### src/rtl/tnwt_pkg.sv
// Shared types and constants for the timed note window table.
// Used by tnwt_ctrl, tnwt_dp and timed_note_window_table; no dependencies.
`timescale 1ns / 1ps

package tnwt_pkg;

	localparam logic [2:0] OP_ADD    = 3'd0;
	localparam logic [2:0] OP_REMOVE = 3'd1;
	localparam logic [2:0] OP_QUERY  = 3'd2;
	localparam logic [2:0] OP_EXPIRE = 3'd3;
	localparam logic [2:0] OP_CLEAR  = 3'd4;

	localparam int          MAX_RESULTS  = 16;
	localparam int          CNT_W        = 5;
	localparam logic [19:0] WINDOW_RESET = 20'd100000;
	localparam logic [19:0] WINDOW_MAX   = 20'd1000000;
	localparam logic [19:0] WINDOW_MIN   = 20'd1;

	typedef struct packed {
		logic [2:0]  op;
		logic [6:0]  note;
		logic [31:0] time_us;
		logic [19:0] query_window_us;
		logic [4:0]  max_count;
	} cmd_t;

	typedef struct packed {
		logic [6:0] found_note;
		logic       has_note;
		logic       last;
	} res_t;

	typedef struct packed {
		logic [6:0]  note;
		logic [31:0] time_us;
	} slot_t;

	// controller to datapath
	typedef struct packed {
		logic load;
		logic scan;
		logic finish;
		logic clear;
	} ctl_t;

	// datapath to controller
	typedef struct packed {
		logic last_addr;
	} stat_t;

endpackage

### src/rtl/tnwt_ctrl.sv
// Sequencer for the timed note window table: idle, slot scan, drain, finish.
// Depends on tnwt_pkg for the control and status structs and op codes.
`timescale 1ns / 1ps

module tnwt_ctrl (
	input  logic              clk,
	input  logic              arst_n,
	input  logic              start,
	input  logic [2:0]        op,
	input  tnwt_pkg::stat_t   stat,
	output tnwt_pkg::ctl_t    ctl,
	output logic              busy
);

	typedef enum logic [3:0] {
		IDLE   = 4'b0001,
		SCAN   = 4'b0010,
		DRAIN  = 4'b0100,
		FINISH = 4'b1000
	} state_t;

	state_t state_q, state_d;
	logic   accept;
	logic   scan_op;

	assign busy   = (state_q != IDLE);
	assign accept = start && !busy;

	always_comb begin
		scan_op = op inside {tnwt_pkg::OP_ADD, tnwt_pkg::OP_REMOVE,
			tnwt_pkg::OP_QUERY, tnwt_pkg::OP_EXPIRE};
	end

	always_comb begin
		state_d    = state_q;
		ctl.load   = 1'b0;
		ctl.scan   = 1'b0;
		ctl.finish = 1'b0;
		ctl.clear  = 1'b0;
		case (state_q)
			IDLE: begin
				if (accept) begin
					ctl.load  = 1'b1;
					ctl.clear = (op == tnwt_pkg::OP_CLEAR);
					if (scan_op) state_d = SCAN;
				end
			end
			SCAN: begin
				ctl.scan = 1'b1;
				if (stat.last_addr) state_d = DRAIN;
			end
			DRAIN: begin
				state_d = FINISH;
			end
			FINISH: begin
				ctl.finish = 1'b1;
				state_d    = IDLE;
			end
			default: begin
				state_d = IDLE;
			end
		endcase
	end

	always_ff @(posedge clk or negedge arst_n) begin
		if (!arst_n) state_q <= IDLE;
		else state_q <= state_d;
	end

endmodule

### src/rtl/tnwt_dp.sv
// Datapath of the timed note window table: slot memory, active bits, pointer,
// scan tracking and result register. Depends on tnwt_pkg.
`timescale 1ns / 1ps

module tnwt_dp #(
	parameter int SLOTS = 16
) (
	input  logic             clk,
	input  logic             arst_n,
	input  tnwt_pkg::cmd_t   cmd,
	input  tnwt_pkg::ctl_t   ctl,
	input  logic             cfg_write,
	input  logic [19:0]      cfg_data,
	output tnwt_pkg::stat_t  stat,
	output tnwt_pkg::res_t   result,
	output logic             result_valid
);

	localparam int IDX_W = $clog2(SLOTS);
	localparam logic [IDX_W-1:0] LAST_IDX = IDX_W'(SLOTS - 1);

	tnwt_pkg::slot_t mem [SLOTS];

	logic [SLOTS-1:0]          active_q;
	logic [IDX_W-1:0]          ptr_q;
	logic [IDX_W-1:0]          addr_q;
	logic [19:0]               exp_win_q;

	logic [2:0]                op_q;
	logic [6:0]                note_q;
	logic [31:0]               time_q;
	logic [19:0]               win_q;
	logic [tnwt_pkg::CNT_W-1:0] limit_q;
	logic [tnwt_pkg::CNT_W-1:0] count_q;

	logic                      match_found_q, free_found_q;
	logic [IDX_W-1:0]          match_idx_q, free_idx_q;
	logic                      pend_vld_q;
	logic [6:0]                pend_note_q;

	logic                      rd_vld_s1;
	logic [IDX_W-1:0]          idx_s1;
	tnwt_pkg::slot_t           rd_s1;

	logic                      rd_act, rd_hit, rd_free, rd_old, rd_recent;
	logic [32:0]               sum_exp, sum_qry;
	logic                      take, emit_mid, emit_end;
	logic [IDX_W-1:0]          add_idx;
	logic                      add_fin, use_ptr;

	assign stat.last_addr = (addr_q == LAST_IDX);

	always_comb begin
		rd_act    = rd_vld_s1 && active_q[idx_s1];
		sum_exp   = {1'b0, rd_s1.time_us} + 33'(exp_win_q);
		sum_qry   = {1'b0, rd_s1.time_us} + 33'(win_q);
		rd_hit    = rd_act && (rd_s1.note == note_q);
		rd_free   = rd_vld_s1 && !active_q[idx_s1];
		// older than time minus window; a negative cutoff never matches
		rd_old    = rd_act && (sum_exp < {1'b0, time_q});
		rd_recent = rd_act && (sum_qry >= {1'b0, time_q});
		take      = (op_q == tnwt_pkg::OP_QUERY) && rd_recent && (count_q < limit_q);
		emit_mid  = take && pend_vld_q;
		emit_end  = ctl.finish && (op_q == tnwt_pkg::OP_QUERY);
		add_fin   = ctl.finish && (op_q == tnwt_pkg::OP_ADD);
		use_ptr   = !match_found_q && !free_found_q;
		add_idx   = match_found_q ? match_idx_q : (free_found_q ? free_idx_q : ptr_q);
	end

	// slot memory: one write, one registered read
	always_ff @(posedge clk) begin
		if (add_fin) mem[add_idx] <= '{note: note_q, time_us: time_q};
		if (ctl.scan) rd_s1 <= mem[addr_q];
	end

	// latched command fields
	always_ff @(posedge clk) begin
		if (ctl.load) begin
			op_q    <= cmd.op;
			note_q  <= cmd.note;
			time_q  <= cmd.time_us;
			win_q   <= cmd.query_window_us;
			limit_q <= (cmd.max_count > tnwt_pkg::CNT_W'(tnwt_pkg::MAX_RESULTS)) ?
				tnwt_pkg::CNT_W'(tnwt_pkg::MAX_RESULTS) : cmd.max_count;
		end
		if (take) pend_note_q <= rd_s1.note;
		if (rd_hit && !match_found_q) match_idx_q <= idx_s1;
		if (rd_free && !free_found_q) free_idx_q <= idx_s1;
	end

	always_ff @(posedge clk or negedge arst_n) begin
		if (!arst_n) begin
			addr_q        <= '0;
			rd_vld_s1     <= 1'b0;
			idx_s1        <= '0;
			match_found_q <= 1'b0;
			free_found_q  <= 1'b0;
			count_q       <= '0;
			pend_vld_q    <= 1'b0;
		end else begin
			rd_vld_s1 <= ctl.scan;
			idx_s1    <= addr_q;
			if (ctl.load) begin
				addr_q        <= '0;
				match_found_q <= 1'b0;
				free_found_q  <= 1'b0;
				count_q       <= '0;
				pend_vld_q    <= 1'b0;
			end else begin
				if (ctl.scan) addr_q <= addr_q + 1'b1;
				if (rd_hit) match_found_q <= 1'b1;
				if (rd_free) free_found_q <= 1'b1;
				if (take) begin
					count_q    <= count_q + 1'b1;
					pend_vld_q <= 1'b1;
				end
			end
		end
	end

	always_ff @(posedge clk or negedge arst_n) begin
		if (!arst_n) begin
			active_q  <= '0;
			ptr_q     <= '0;
			exp_win_q <= tnwt_pkg::WINDOW_RESET;
		end else begin
			if (cfg_write && cfg_data >= tnwt_pkg::WINDOW_MIN &&
				cfg_data <= tnwt_pkg::WINDOW_MAX) exp_win_q <= cfg_data;
			if (ctl.clear) begin
				active_q <= '0;
				ptr_q    <= '0;
			end else begin
				if (op_q == tnwt_pkg::OP_EXPIRE && rd_old) active_q[idx_s1] <= 1'b0;
				if (ctl.finish && op_q == tnwt_pkg::OP_REMOVE && match_found_q)
					active_q[match_idx_q] <= 1'b0;
				if (add_fin) begin
					active_q[add_idx] <= 1'b1;
					if (use_ptr) ptr_q <= (ptr_q == LAST_IDX) ? '0 : ptr_q + 1'b1;
				end
			end
		end
	end

	// result register: hold one listed note back so the final one can carry last
	always_ff @(posedge clk or negedge arst_n) begin
		if (!arst_n) result_valid <= 1'b0;
		else result_valid <= emit_mid || emit_end;
	end

	always_ff @(posedge clk) begin
		if (emit_mid) begin
			result <= '{found_note: pend_note_q, has_note: 1'b1, last: 1'b0};
		end else if (emit_end) begin
			if (pend_vld_q) result <= '{found_note: pend_note_q, has_note: 1'b1, last: 1'b1};
			else result <= '{found_note: 7'd0, has_note: 1'b0, last: 1'b1};
		end
	end

endmodule

### src/rtl/timed_note_window_table.sv
// Top level of the timed note window table: controller plus datapath.
// Depends on tnwt_pkg, tnwt_ctrl and tnwt_dp.
`timescale 1ns / 1ps

// Channel   | Ports                          | Beat taken when
// ----------+--------------------------------+-------------------------------
// command   | start, busy, cmd (cmd_t)       | start high and busy low
// result    | result_valid, result (res_t)   | every cycle result_valid is high
// config    | cfg_write, cfg_data[19:0]      | every cycle cfg_write is high
//
// Add, remove, query and expire walk the slot memory one slot per cycle: busy stays high
// after the command beat through scan, drain of the read register and finish.
// Clear and unused op codes finish in the beat cycle and never raise busy.
// A query emits one to max(1, min(max_count, 16)) beats, at most one per cycle (an empty
// listing gives one marker); its last beat is registered from the finish state.
// Reset drops the active bits and the pointer and reloads the window with 100000; slot
// contents stay unknown until written. The result side cannot stall.

module timed_note_window_table #(
	parameter int SLOTS = 16
) (
	input  logic            clk,
	input  logic            arst_n,
	input  logic            start,
	output logic            busy,
	input  tnwt_pkg::cmd_t  cmd,
	input  logic            cfg_write,
	input  logic [19:0]     cfg_data,
	output tnwt_pkg::res_t  result,
	output logic            result_valid
);

	tnwt_pkg::ctl_t  ctl;
	tnwt_pkg::stat_t stat;

	// sequencing only: accept, scan, drain, finish
	tnwt_ctrl u_ctrl (
		.clk    (clk),
		.arst_n (arst_n),
		.start  (start),
		.op     (cmd.op),
		.stat   (stat),
		.ctl    (ctl),
		.busy   (busy)
	);

	// storage, compares and the result register
	tnwt_dp #(
		.SLOTS (SLOTS)
	) u_dp (
		.clk          (clk),
		.arst_n       (arst_n),
		.cmd          (cmd),
		.ctl          (ctl),
		.cfg_write    (cfg_write),
		.cfg_data     (cfg_data),
		.stat         (stat),
		.result       (result),
		.result_valid (result_valid)
	);

	// clear and unused op codes finish in the accept cycle
	a_short_ops: assert property (@(posedge clk) disable iff (!arst_n)
		(start && !busy && cmd.op != tnwt_pkg::OP_ADD && cmd.op != tnwt_pkg::OP_REMOVE &&
			cmd.op != tnwt_pkg::OP_QUERY && cmd.op != tnwt_pkg::OP_EXPIRE) |=> !busy)
		else $error("short op left the block busy");

	// scanning ops hold busy after the beat
	a_scan_busy: assert property (@(posedge clk) disable iff (!arst_n)
		(start && !busy && (cmd.op == tnwt_pkg::OP_ADD || cmd.op == tnwt_pkg::OP_REMOVE ||
			cmd.op == tnwt_pkg::OP_QUERY || cmd.op == tnwt_pkg::OP_EXPIRE)) |=> busy)
		else $error("scan op did not raise busy");

	// a query always closes with a last beat
	a_query_last: assert property (@(posedge clk) disable iff (!arst_n)
		(start && !busy && cmd.op == tnwt_pkg::OP_QUERY) |->
			##(SLOTS + 3) (result_valid && result.last))
		else $error("query did not end with a last beat");

	// the empty marker is always the final beat
	a_marker_last: assert property (@(posedge clk) disable iff (!arst_n)
		(result_valid && !result.has_note) |-> (result.last && result.found_note == 7'd0))
		else $error("empty marker without last");

endmodule
### config.mk
export PLATFORM = sky130hd
export DESIGN_NAME = timed_note_window_table
export DESIGN_NICKNAME = d
export VERILOG_FILES = /design/src/rtl/tnwt_pkg.sv /design/src/rtl/tnwt_ctrl.sv /design/src/rtl/tnwt_dp.sv /design/src/rtl/timed_note_window_table.sv
export SDC_FILE = /design/constraint.sdc
export NUM_CORES = 1
export LEC_CHECK = 0
export ABC_AREA = 1
export BUFFER_PORTS_ARGS = -buffer_cell sky130_fd_sc_hd__buf_4
export CORE_AREA = 4 4 249 251
export DETAILED_ROUTE_END_ITERATION = 12
export DIE_AREA = 0 0 253 255
export GPL_TIMING_DRIVEN = 0
export PLACE_DENSITY = 0.77
export SLEW_MARGIN = 20
export SYNTH_ARGS = -nofsm -noshare
export SYNTH_HDL_FRONTEND = slang
export SYNTH_SLANG_ARGS = --single-unit
### constraint.sdc
create_clock -name clk -period 6.7 [get_ports clk]
set_clock_uncertainty 0.1 [all_clocks]
set_input_delay 0.67 -clock clk [delete_from_list [all_inputs] [get_ports clk]]
set_output_delay 0.67 -clock clk [all_outputs]
set_load 0.05 [all_outputs]
# After elaboration in Yosys (flattened, before gate mapping)
# Memories as Yosys holds them, arrays and structs flattened. A register that Yosys moved wholly into a read port is not among the register bits.
# Index checks and enable logic that the tools add are counted.
[classes]
n_addsub = 5
mux = 45
n_bitwise = 5
eq_ne = 18
reduce_logical = 39
n_lt_le_gt_ge = 12
[op_table]
columns = ["operator", "n"]
rows = [
  ["16-bit two-way mux", 6],
  ["32-bit by 20-bit adder with 33-bit output", 2],
  ["4-bit two-way mux", 11],
  ["33-bit by 32-bit greater-or-equal comparator with 1-bit output", 1],
  ["33-bit by 32-bit less-than comparator with 1-bit output", 1],
  ["16-bit bitwise AND", 2],
  ["16-bit NOT", 2],
  ["9-bit two-way mux", 3],
  ["1-bit logical AND", 22],
  ["20-bit by 1-bit greater-or-equal comparator with 1-bit output, second input constant", 1],
  ["20-bit <= comparator, second input constant", 1],
  ["1-bit two-way mux", 18],
  ["16-bit bitwise OR", 1],
  ["4-bit by 5-bit less-than comparator with 1-bit output, second input constant", 3],
  ["2-bit nonzero test", 7],
  ["1-bit demux with 4-bit select", 3],
  ["3-bit by 2-bit == test with 1-bit output, second input constant", 4],
  ["4-bit == test, second input constant", 3],
  ["4-bit by 1-bit greater-or-equal comparator with 1-bit output, second input constant", 3],
  ["4-bit case mux with 3 select lines", 1],
  ["5-bit two-way mux", 2],
  ["4-bit by 1-bit adder with 4-bit output, second input constant", 2],
  ["7-bit == test", 1],
  ["3-bit by 1-bit == test with 1-bit output, second input constant", 2],
  ["other kinds (17)", 22],
]
[word_totals]
register_bits = 153
n_memories = 1
ram_bits = 624
[mem_list]
columns = ["name", "depth", "word_bits", "rd", "rd_ports_with_merged_regs", "wr", "line", "rtl"]
rows = [
  ["u_dp.mem", 16, 39, 1, 1, 1, "tnwt_dp.sv:22", "tnwt_pkg::slot_t mem [SLOTS];"],
]

# Longest topological paths before layout
[logic_depth]
ltp_word = 14
depth_mapped = 31
depth_no_buf = 30

# Cells and area by module
# A second synthesis with hierarchy kept.
[unflattened]
hier_cells = 3002
area_unflattened_um2 = 35665.5
[modules_own_cells]
columns = ["mod", "cells_each", "n_inst", "area_per_inst_um2"]
rows = [
  ["tnwt_dp", 2969, 1, 35414.0],
  ["tnwt_ctrl", 33, 1, 251.5],
]

# Worst setup path before layout
# OpenSTA, ideal clock, no wires.
[synth_timing]
path_kind = "reg-to-reg"
from = "register u_ctrl.state_q[3]"
to = "register u_dp.addr_q[3]"
t_arrival_ns = 4.588
synth_period_minus_slack_ns = 4.765
setup_ns = 0.077
path_slack_ns = 1.935
path_stages_with_launch = 8
required_time_ns = 6.523
cell_sequence = "dfrtp_1 > nor2_1 > inv_1 > nor3_1 > inv_1 > nor4_1 > o21ai_0 > a21oi_1"
[synth_lines]
columns = ["item", "line", "rtl"]
rows = [
  ["from (decl)", "tnwt_ctrl.sv:22", "state_t state_q, state_d;"],
  ["from (signal assigned)", "tnwt_ctrl.sv:67", "else state_q <= state_d;"],
  ["to (signal assigned)", "tnwt_dp.sv:110", "if (ctl.scan) addr_q <= addr_q + 1'b1;"],
  ["to (decl)", "tnwt_dp.sv:26", "logic [IDX_W-1:0] addr_q;"],
]

# Worst setup path in the final report
[layout_timing]
from = "register u_dp.rd_s1[3] (netlist name)"
to = "register u_dp.result[4] (netlist name)"
[layout_via]
elab_chain_len = 7
[layout_lines]
columns = ["item", "line", "rtl"]
rows = [
  ["32-bit by 20-bit adder with 33-bit output", "tnwt_dp.sv:56", "sum_qry = {1'b0, rd_s1.time_us} + 33'(win_q);"],
  ["33-bit by 32-bit greater-or-equal comparator with 1-bit output", "tnwt_dp.sv:61", "rd_recent = rd_act && (sum_qry >= {1'b0, time_q});"],
  ["1-bit logical AND", "tnwt_dp.sv:61", ""],
  ["1-bit logical AND (2 in series)", "tnwt_dp.sv:62", "take = (op_q == tnwt_pkg::OP_QUERY) && rd_recent && (count_q < limit_q);"],
  ["1-bit logical AND", "tnwt_dp.sv:63", "emit_mid = take && pend_vld_q;"],
  ["2-bit nonzero test (no line)", "--", ""],
]
# Every way passes these cells.
# A chain may end at the register's enable or synchronous reset.

==> out/summary.txt <==
setup ws final - 1490 ps
DR iter-0 viols - 3804
vias in the first global route - 25483
antenna violations before repair - 0
cts hold-fix bufs - 0
latest clock arrival within the worst-skew pair - 670 ps
Initial Utilization - 59.3%
Achievable Freq - 192 MHz
part of the Yosys area used for sequential elements - 68.1%
Post-Route WL - 103 mm
Synth Instances - 2966
Synth Register Bits - 816
simple-gate share of the synthesized area - 11.1%
main combinational cell family by area after synthesis - compound AO/OA/AOI/OAI gates
Synth Flop Type - edfxtp_1
final weighted congestion in routability-driven placement - 0.964
Netlist cell types - 56
share of synthesized registers carrying an async set or reset - 7.60%
Final Power - 15600 uW
Worst Setup Start Kind - flop
WS Path Type - flop to flop
core area - 59900 sq um
final setup violation count - 0
fin nets - 3394
Die W - 253 um
synthesized-area fraction occupied by adder cells - 3.99%
WL/cell - 25.5 um
layout cells sized above 1 - 10.1%
port bufs - 101
sequential share of power - 41.8%
crit path launch - u_dp.rd_s1[3]
RR Startpoint - u_dp.rd_s1[3]
Clock Sinks - 816
Slew Viols, Final - 0
Post-DRT Antenna Nets - 0
Clk network pwr share - 29.2%
CTS Buf Count - 82
Post-CTS Resized - 0
Net Count, Synth - 3169
post-layout minimum cycle time - 5210 ps
CP required - 6930 ps
dpl ws - 1540 ps
CTS root buf - clkbuf_16
fin crit share - 77.7%
DIE AREA - 64500 sq um
Critical Path AT - 5440 ps
sw power - 5560 uW
type of destination of the critical path - flop
Logic pwr share - 29.0%
# DRC - 0
area share of xor/xnor cells in the synthesized design - 1.75%
sw frac - 35.6%
P_leak - 0.0147 uW
grt total ovfl - 0
Util after Layout - 68.1%
floorplan row count - 90
Avg Cell Area, Syn - 12.0 sq um
yosys synthesis warning count - 0
Pint - 10000 uW
CTS H-tree lvls - 3
Peak VDD IR - 0.000290 V
global-route wire length before repair - 152 mm
Compound-Gate Fraction of Synth Area - 11.5%
Max-Cap Viols - 0
CTS tree - built
Global Route Usage Sum - 31.6%
I/O pin count - 102
PwrDens - 382 nW/um^2
via count - 25563
DP Wirelength - 71.1 mm
Worst Hold Class - primary input to asynchronous set/reset pin
CTS Buffer Depth - 3
Crit Path Max Fanout - 8
area grow syn2layout - 14.9%
n_diodes - 0
mux contribution to synthesized area - 0%
status - finished, final reports clean
final hold viol count - 0
DR pass1 iterations - 5
RSZ-0062 raised after global routing - false
max_slew headroom - 34.6%
Via density - 6.32
Post-CTS Setup Repair Bufs - 0
largest net degree at the start of global routing - 63
Clk pin slew, worst setup/hold paths - 60 ps
EDFF count, synth - 752
Die Height - 255 um
Slew @ Worst Pin - 980 ps
Mapped Area - 35500 sq um
synth_stat cells, types with 2 or more instances:
cell | n | share of area (%)
edfxtp_1 | 752 | 64
dfxtp_1 | 2 | 0.11
clkbuf_1 | 120 | 1.3
a21oi_1 | 91 | 1.3
a21o_1 | 6 | 0.13
a211oi_1 | 3 | 0.063
fa_1 | 2 | 0.11
nand2_2 | 4 | 0.070
a21boi_0 | 3 | 0.063
dfstp_2 | 7 | 0.52
o21ai_1 | 2 | 0.028
o211ai_1 | 21 | 0.44
inv_2 | 4 | 0.042
a221oi_1 | 2 | 0.049
nor4_1 | 12 | 0.21
a31oi_1 | 11 | 0.19
nor4_4 | 4 | 0.24
nor3_1 | 15 | 0.21
buf_1 | 8 | 0.085
nor2_4 | 2 | 0.063
nor2_2 | 7 | 0.12
ha_1 | 110 | 3.9
o21ai_2 | 3 | 0.074
inv_1 | 193 | 2.0
buf_2 | 5 | 0.070
xor2_1 | 47 | 1.2
o31ai_1 | 4 | 0.085
dfrtp_1 | 55 | 3.9
nand4_1 | 26 | 0.46
o21a_1 | 6 | 0.13
o22ai_1 | 92 | 1.6
a22oi_1 | 7 | 0.15
clkinv_1 | 3 | 0.032
o211a_1 | 2 | 0.056
nand3_2 | 4 | 0.11
nor2_1 | 435 | 4.6
nand2_1 | 296 | 3.1
xnor2_1 | 24 | 0.59
o221ai_1 | 65 | 1.6
nand2_4 | 4 | 0.13
o21ai_0 | 379 | 5.3
nand3_1 | 114 | 1.6
registers in the layout, summed over array words and instances (netlist names), 7 cells and up:
| register | flops |
|---|---|
| u_dp.exp_win_q | 20 |
| u_dp.rd_s1 | 39 |
| u_dp.active_q | 16 |
| u_dp.mem | 624 |
| u_dp.result | 9 |
| u_dp.time_q | 32 |
| u_dp.win_q | 20 |
| u_dp.note_q | 7 |
| u_dp.pend_note_q | 7 |
worst max-delay path, cell delays in order (launching register included):
cell and delay (ps):
edfxtp_1 450, ha_1 400, a21oi_1 230, nor2_1 60, o21ai_0 260, o211ai_1 170, a31oi_1 390, o21ai_0 210
a31oi_1 230, xnor2_1 130, ha_1 310, nand2_1 50, nor2_1 100, nand3_1 180, nor2_1 310, nand2_1 170
nand2_1 90, nor2_1 70, nand2_1 120, nand2_1 70, nand2_1 70, nand2_1 50, nand2_1 50, nand2_1 60
nand3_2 150, nand3_1 120, nand2_1 310
path summary, 6_finish.rpt:
path                                      end  slack (ps)  depth (start not counted)
max                            u_dp.result[4]        1490                         26
min                             u_dp.ptr_q[3]          30                          1
max reg2reg                    u_dp.result[4]        1490                         26
min reg2reg                    u_dp.idx_s1[0]         310                          0
max in group asynchronous  u_dp.exp_win_q[12]        5920                          1
min in group clk               u_dp.note_q[6]          80                          1
metrics by stage:
stage	cells	hold slack [ps]	TNS [ps]	instance area (sq um)
floorplan	2966	274	0	35500
global placement	3849	297	-5930	37300
detailed placement	3889	299	0	38100
CTS	4043	27.7	0	40800
global route	4043	64.4	0	40800
finish	4043	27.5	0	40800
power by group through the flow:
stage | clock [uW] | combinational (uW) | sequential [uW]
2_1_floorplan | 0 | 2760 | 6420
3_3_place_gp | 0 | 4160 | 6600
3_5_place_dp | 0 | 4380 | 6600
4_1_cts | 4590 | 4430 | 6500
5_1_grt | 4820 | 4910 | 6550
6_report | 4560 | 4520 | 6520
logic make-up (layout without fill, tap and decap cells):
kind of cell | Yosys count | in the layout
AOI/OAI and AO/OA | 703 | 703
DFF | 816 | 816
adders and majority gates | 112 | 112
and+or+nand+nor | 928 | 928
xor gates and xnor gates | 71 | 71
buffers and inverters | 336 | 631
cells in the final DEF, fill, tap and decap left out, drive strengths merged, types with 3 or more instances in the layout:
| cell | instances |
|---|---|
| buf | 156 |
| o211ai | 21 |
| clkbuf | 224 |
| o221ai | 65 |
| nor3 | 15 |
| o22ai | 92 |
| nand4 | 26 |
| nor4 | 17 |
| edfxtp | 752 |
| a21boi | 4 |
| clkinvlp | 4 |
| dfrtp | 55 |
| o31ai | 4 |
| a21o | 6 |
| clkinv | 39 |
| a21oi | 91 |
| o21a | 6 |
| xor2 | 47 |
| inv | 201 |
| a22oi | 8 |
| dfstp | 7 |
| nand3 | 118 |
| bufinv | 7 |
| o21ai | 385 |
| ha | 110 |
| a211oi | 3 |
| nor2 | 444 |
| nand2 | 304 |
| xnor2 | 24 |
| a31oi | 11 |
routing by layer:
layer	part of all wire, %	vias to the layer above	wire (um)	GRT usage, %
met2	47	1742	48800	52.1
met1	37	12271	38100	41.7
met5	0	-	0	0
met4	4.5	0	4610	13.6
met3	11	329	11500	6.32
li1	-	11221	-	-
cell type report:
| cell class | instances | area (sq um) |
|---|---|---|
| clock inverter | 50 | 507 |
| timing repair buffer | 141 | 1510 |
| buffer | 135 | 524 |
| inverter | 201 | 757 |
| sequential | 816 | 24200 |
| clock buffer | 104 | 2180 |
| fill | 4144 | 19100 |
| tap | 782 | 978 |
| multi-input combinational | 1814 | 10200 |
Note: power is estimated with default switching activity, not from simulation.
